## config.mk

```make
export PLATFORM = sky130hd
export DESIGN_NAME = sire_ctrl
export DESIGN_NICKNAME = d
export VERILOG_FILES = /design/src/sv/spline_inverse_ratio_evaluator_unit_assert.svh /design/src/sv/sire_pkg.sv /design/src/sv/sire_ctrl.sv
export SDC_FILE = /design/constraint.sdc
export NUM_CORES = 1
export LEC_CHECK = 0
export ABC_AREA = 1
export BUFFER_PORTS_ARGS = -buffer_cell sky130_fd_sc_hd__buf_2
export CAP_MARGIN = 15
export CORE_MARGIN = 3
export CORE_UTILIZATION = 30
export DETAILED_ROUTE_END_ITERATION = 7
export GPL_ROUTABILITY_DRIVEN = 0
export GPL_TIMING_DRIVEN = 0
export PLACE_DENSITY_LB_ADDON = 0.25
export SYNTH_ARGS = -nofsm -noshare
export SYNTH_HDL_FRONTEND = slang
export SYNTH_SLANG_ARGS = --single-unit
```

## constraint.sdc

```tcl
create_clock -name clk -period 1.2 [get_ports clk]
set_input_delay 0.18 -clock clk [delete_from_list [all_inputs] [get_ports clk]]
set_output_delay 0.18 -clock clk [all_outputs]
set_load 0.05 [all_outputs]
```

## src/sv/spline_inverse_ratio_evaluator_unit_assert.svh

```systemverilog
// ----------------------------------------------------------------------------
// Spline inverse ratio evaluator assertion macros
// Concurrent checks on clk, disabled while rst_n is low.
// ----------------------------------------------------------------------------
`ifndef SPLINE_INVERSE_RATIO_EVALUATOR_UNIT_ASSERT_SVH
`define SPLINE_INVERSE_RATIO_EVALUATOR_UNIT_ASSERT_SVH

`ifndef NO_ASSERTIONS
// check a property at every rising clock edge
`define SIRE_ASSERT(lbl, prop) \
    lbl: assert property (@(posedge clk) disable iff (!rst_n) (prop)) \
        else $error("sire: assertion failed");
// check that a condition implies another in the next cycle
`define SIRE_ASSERT_NEXT(lbl, ante, cons) \
    lbl: assert property (@(posedge clk) disable iff (!rst_n) (ante) |=> (cons)) \
        else $error("sire: assertion failed");
`else
`define SIRE_ASSERT(lbl, prop)
`define SIRE_ASSERT_NEXT(lbl, ante, cons)
`endif

`endif

```

## src/sv/sire_pkg.sv

```systemverilog
// ----------------------------------------------------------------------------
// Spline inverse ratio evaluator package
// Sizes, payload types, codes and the controller/datapath interface.
// ----------------------------------------------------------------------------
package sire_pkg;

    localparam int MAX_DIM  = 8;
    localparam int SEGMENTS = 64;

    localparam int NBLK     = MAX_DIM - 1;
    localparam int BP_DEPTH = NBLK * SEGMENTS;
    localparam int CF_DEPTH = BP_DEPTH * 4;
    localparam int BP_AW    = $clog2(BP_DEPTH);
    localparam int CF_AW    = BP_AW + 2;
    localparam int SEG_W    = $clog2(SEGMENTS);
    localparam int BLK_W    = (NBLK > 1) ? $clog2(NBLK) : 1;
    localparam int DIM1_W   = $clog2(MAX_DIM);
    localparam int DVD_W    = DIM1_W + 54;
    localparam int DCNT_W   = $clog2(DVD_W + 1);

    localparam logic [31:0] KMAX_Q22 = 32'd4194304000;
    localparam logic signed [47:0] KMAX_Q32 = 48'sd4294967296000;
    localparam logic [32:0] ONE_Q32 = 33'h1_0000_0000;

    // configuration register indexes
    localparam int CFG_IDX_W = 1;
    localparam logic [CFG_IDX_W-1:0] CFG_DIMENSION   = 1'b0;
    localparam logic [CFG_IDX_W-1:0] CFG_KAPPA_LIMIT = 1'b1;

    // result status codes
    localparam logic [1:0] ST_OK      = 2'd0;
    localparam logic [1:0] ST_CLAMP   = 2'd1;
    localparam logic [1:0] ST_BAD_DIM = 2'd2;

    typedef enum logic [1:0] {
        CMD_EVAL  = 2'd0,
        CMD_WR_BP = 2'd1,
        CMD_WR_CF = 2'd2,
        CMD_NOP   = 2'd3
    } cmd_t;

    typedef enum logic [2:0] {
        RES_INVALID,
        RES_ZERO,
        RES_FULL,
        RES_ASYM,
        RES_SPLINE
    } res_kind_t;

    typedef struct packed {
        cmd_t               cmd;
        logic [3:0]         table_dim;
        logic [7:0]         table_index;
        logic signed [47:0] table_value;
        logic [32:0]        lambda;
    } in_item_t;

    typedef struct packed {
        logic [31:0] kappa;
        logic [1:0]  status;
    } out_item_t;

    // controller to datapath commands
    typedef struct packed {
        logic      capture;
        logic      write_tbl;
        logic      rd_bp_last;
        logic      scan_init;
        logic      scan_next;
        logic      cf_first;
        logic      acc_load;
        logic      mul_lo;
        logic      mul_hi;
        logic      acc_add;
        logic      div_init;
        logic      div_step;
        logic      finish;
        res_kind_t kind;
    } ctl_cmd_t;

    // datapath to controller status
    typedef struct packed {
        cmd_t cmd;
        logic dim_ok;
        logic below;
        logic at_one;
        logic above_last;
        logic scan_hit;
        logic last_term;
        logic div_done;
        logic out_free;
    } dp_status_t;

endpackage

```

## src/sv/sire_ctrl.sv

```systemverilog
// ----------------------------------------------------------------------------
// Spline inverse ratio evaluator controller
// Sequences decode, breakpoint scan, Horner steps, division and result.
// ----------------------------------------------------------------------------
module sire_ctrl (
    input  logic                  clk,
    input  logic                  rst_n,
    input  logic                  in_valid,
    output logic                  in_stall,
    input  sire_pkg::dp_status_t  sts,
    output sire_pkg::ctl_cmd_t    cmd
);
    import sire_pkg::*;

    typedef enum logic [3:0] {
        S_IDLE,
        S_DECODE,
        S_CMP_LAST,
        S_SCAN,
        S_ACC_LOAD,
        S_MUL_LO,
        S_MUL_HI,
        S_ACC_ADD,
        S_DIV,
        S_FINISH
    } state_t;

    state_t    state_reg, state_next;
    res_kind_t kind_reg, kind_next;

    // next state and commands
    always_comb
    begin
        state_next = state_reg;
        kind_next  = kind_reg;
        cmd        = '0;
        cmd.kind   = kind_reg;
        unique case (state_reg)
            S_IDLE:
            begin
                if (in_valid)
                begin
                    cmd.capture = 1'b1;
                    state_next  = S_DECODE;
                end
            end
            S_DECODE:
            begin
                unique case (sts.cmd)
                    CMD_WR_BP, CMD_WR_CF:
                    begin
                        cmd.write_tbl = 1'b1;
                        state_next    = S_IDLE;
                    end
                    CMD_EVAL:
                    begin
                        if (!sts.dim_ok)
                        begin
                            kind_next  = RES_INVALID;
                            state_next = S_FINISH;
                        end
                        else if (sts.below)
                        begin
                            kind_next  = RES_ZERO;
                            state_next = S_FINISH;
                        end
                        else if (sts.at_one)
                        begin
                            kind_next  = RES_FULL;
                            state_next = S_FINISH;
                        end
                        else
                        begin
                            cmd.rd_bp_last = 1'b1;
                            state_next     = S_CMP_LAST;
                        end
                    end
                    default: state_next = S_IDLE;
                endcase
            end
            S_CMP_LAST:
            begin
                if (sts.above_last)
                begin
                    cmd.div_init = 1'b1;
                    state_next   = S_DIV;
                end
                else
                begin
                    cmd.scan_init = 1'b1;
                    state_next    = S_SCAN;
                end
            end
            S_SCAN:
            begin
                if (sts.scan_hit)
                begin
                    cmd.cf_first = 1'b1;
                    state_next   = S_ACC_LOAD;
                end
                else
                    cmd.scan_next = 1'b1;
            end
            S_ACC_LOAD:
            begin
                cmd.acc_load = 1'b1;
                state_next   = S_MUL_LO;
            end
            S_MUL_LO:
            begin
                cmd.mul_lo = 1'b1;
                state_next = S_MUL_HI;
            end
            S_MUL_HI:
            begin
                cmd.mul_hi = 1'b1;
                state_next = S_ACC_ADD;
            end
            S_ACC_ADD:
            begin
                cmd.acc_add = 1'b1;
                if (sts.last_term)
                begin
                    kind_next  = RES_SPLINE;
                    state_next = S_FINISH;
                end
                else
                    state_next = S_MUL_LO;
            end
            S_DIV:
            begin
                if (sts.div_done)
                begin
                    kind_next  = RES_ASYM;
                    state_next = S_FINISH;
                end
                else
                    cmd.div_step = 1'b1;
            end
            S_FINISH:
            begin
                if (sts.out_free)
                begin
                    cmd.finish = 1'b1;
                    state_next = S_IDLE;
                end
            end
            default: state_next = S_IDLE;
        endcase
    end

    // hold state and result kind
    always_ff @(posedge clk or negedge rst_n)
    begin
        if (!rst_n)
        begin
            state_reg <= S_IDLE;
            kind_reg  <= RES_ZERO;
        end
        else
        begin
            state_reg <= state_next;
            kind_reg  <= kind_next;
        end
    end

    assign in_stall = state_reg != S_IDLE;

endmodule

```

==> qor.yml <==
outcome:
  status: "complete, but fails checks"
  violations: "setup timing"
floorplan:
  fp-row-count: 16
  chipHeight_microns: 52.2
  start_util_pct: 32.3
  die_w_microns: 52.2
  ioPinCount: 30
  dieArea_sq_um: 2720
  core_sq_um: 1980
synth:
  yosysUniqueCellTypes: 17
  synth_seq_area_share_pct: 27.6
  syn_nets: 123
  ys_top_cells_by_area: "dfrtp_1 23%, nand2_1 20%, inv_1 14%"
  synth_area_sq_um: 639
  syn_area_per_cell_sq_um: 5.87
  synth_top_area_share_pct: 23.5
  synth_cells: 109
  yosys.area.top_type: "dfrtp_1"
  ys_seq_elements: 7
  yosys_warnings: 0
drt:
  vias: 1004
  drc: 0
  wl_per_cell_microns: 15.4
  ant_nets: 0
  viasPerCell: 4.90
  drt-initial-drc-count: 20
  dr.pass1.iters: 4
  totalWireLength_microns: 3150
global_route:
  met1_usage_pct: 21.5
  grt_pass1_wl_microns: 4110
  grt_max_degree: 8
  grt_usage_pct: 20.1
  grt-busiest-layer: "met2"
  grt_pass1_vias: 942
  grt_use_met2_pct: 42.3
  met3_usage_pct: 2.29
  antenna_found_initial: 0
  grt_overflow: 0
timing:
  grt_setup_unrepaired: "true"
  maxSlewViolCount: 0
  worst_slack_ps: -451
  skew_ps: 15.5
  setup_tns_ps: -6920
  finalHoldViolations: 0
  tightestPinTransition_ps: 251
  post-route-period-util_pct: 138
  fmax_mhz: 606
  period_minus_slack_ps: 1650
  slew_headroom_pct: 83.4
  setup_viol_count_final: 21
pwr:
  ir_drop_uv: 1840
  power_mw: 4.18
  powerDensity_nw_per_um2: 2570
  power_leakage_nw: 0.836
setup_path:
  cpMaxStageDelayCell: "dfrtp_2"
  path_common_cell: "nor2_4"
  cpLargestDelayFamily: "simple AND/OR/NAND/NOR gates"
  cp-start-kind: "flip-flop"
  cp.buffers_inverters: 3
  required_ps: 1020
  endpoint_kind: "output pin"
  critPathKind: "flip-flop to output pin"
  worstPathMaxFanout: 3
  path_cells: "inv_2, nor2_4, nand2_8, nor2_4, nand2_2, clkinvlp_4, buf_8"
  cpPeakStageDelay_ps: 420
  crit_arrival_ps: 1470
final_layout:
  drive_above_1_share_pct: 72.5
  nets: 193
  layout_common_cells: "21 x buf_4, 18 x nand2_1, 17 x buf_6, 15 x nor2_4, 14 x buf_2"
  layout_commonest_cell: "buf_4"
  utilization_pct: 82.1
  largest_register_ffs: 4
  antenna_cells: 0
  area_growth_pct: 154
  fillCellCount: 110
clock_tree:
  path_clk_slew_ps: 70
  clockRootBuffer: "clkbuf_4"
  clk_path_buf_depth: 2
  cts-buffers-inserted: 3
  tritoncts: "yes"
  worstSkewPairLatency_ps: 260
  htreeDepth: 1
  clock_sinks: 7
min_path:
  hold_path.class: "primary input to flip-flop"
run:
  drv_cap: 0
placed_design:
  dp_slack_ps: -429
  numPortBuffers: 29
  dp_hpwl_microns: 1460
==> cell usage after synthesis (all sizes together) <==
| library cell | n |
|---|---|
| dfrtp | 6 |
| dfstp | 1 |
| ha | 1 |
| inv | 25 |
| nand2 | 36 |
| nand3 | 8 |
| nand4 | 4 |
| nor2 | 22 |
| nor3 | 2 |
| o2111ai | 1 |
| o21a | 1 |
| o21ai | 2 |
==> what timing repair did <==
| item | in CTS | in global routing |
|---|---|---|
| endpoints found under the setup margin | 22 | 21 |
| pin swaps | 14 | 16 |
| hold endpoints to repair | 7 | 0 |
| resized for setup | 69 | 38 |
| hold buffers | 1 | 0 |
| buffers inserted | 25 | 16 |
==> cell families after synthesis <==
kind of cell | Yosys count | share of synthesized area [%]
AND/OR/NAND/NOR | 72 | 51.7
buffers and inverters | 25 | 14.7
flip-flops | 7 | 27.6
AO/OA/AOI/OAI | 4 | 4.11
adder cells (fa/ha/maj) | 1 | 1.96
==> metrics by stage <==
stage | instances | hold slack, ps | cell area, sq um
final | 205 | 275 | 1630
after global routing | 205 | 277 | 1630
after CTS | 193 | 257 | 1400
after detailed placement | 165 | 19.8 | 918
after global placement | 165 | 13.9 | 918
after floorplan | 109 | -116 | 739
==> path summary, 6_finish.rpt <==
check | from | cells past startpoint | slack [ps] | endpoint
max reg2reg | state_reg[2] | 10 | -360 | kind_reg[1]
min in group asynchronous | rst_n | 2 | 280 | kind_reg[2]
max in group asynchronous | rst_n | 2 | 670 | kind_reg[0]
max | state_reg[0] | 7 | -450 | cmd[13]
min | sts[4] | 2 | 270 | state_reg[1]
min reg2reg | kind_reg[0] | 2 | 480 | kind_reg[0]
==> worst reg2reg max path: stages, from the launching register on <==
cell and delay, ps:
dfrtp_1 430, nor2_4 140, buf_12 140, buf_4 110
buf_4 100, buf_6 80, nand3_1 80, nand3_2 110
nand3_4 100, nand2_1 70, nand2_1 60
==> report_power, final <==
part,total (mW),leakage (nW),switching (mW),internal (mW)
clock,0.226,0.0177,0.104,0.122
combinational,3.48,0.732,1.93,1.55
sequential,0.473,0.0861,0.130,0.343
total,4.18,0.836,2.17,2.01
==> layer usage <==
metal,share of wire (%),vias to the layer above,wire length (microns)
li1,-,470,-
met1,36,488,1150
met2,57,38,1790
met3,3.6,8,112
met4,3.1,0,97
met5,0,-,0
==> cell type report <==
| class | count | area [sq um] | share of cell area, % |
|---|---|---|---|
| multi-input cells | 77 | 633 | 38.9 |
| repair buffers | 65 | 624 | 38.4 |
| flip-flops and latches | 7 | 180 | 11.1 |
| inverters | 25 | 128 | 7.85 |
| well taps | 27 | 33.8 | 2.08 |
| clock buffers | 3 | 22.5 | 1.38 |
| clock inverters | 1 | 5.00 | 0.308 |
(Power assumes the default switching activity.)
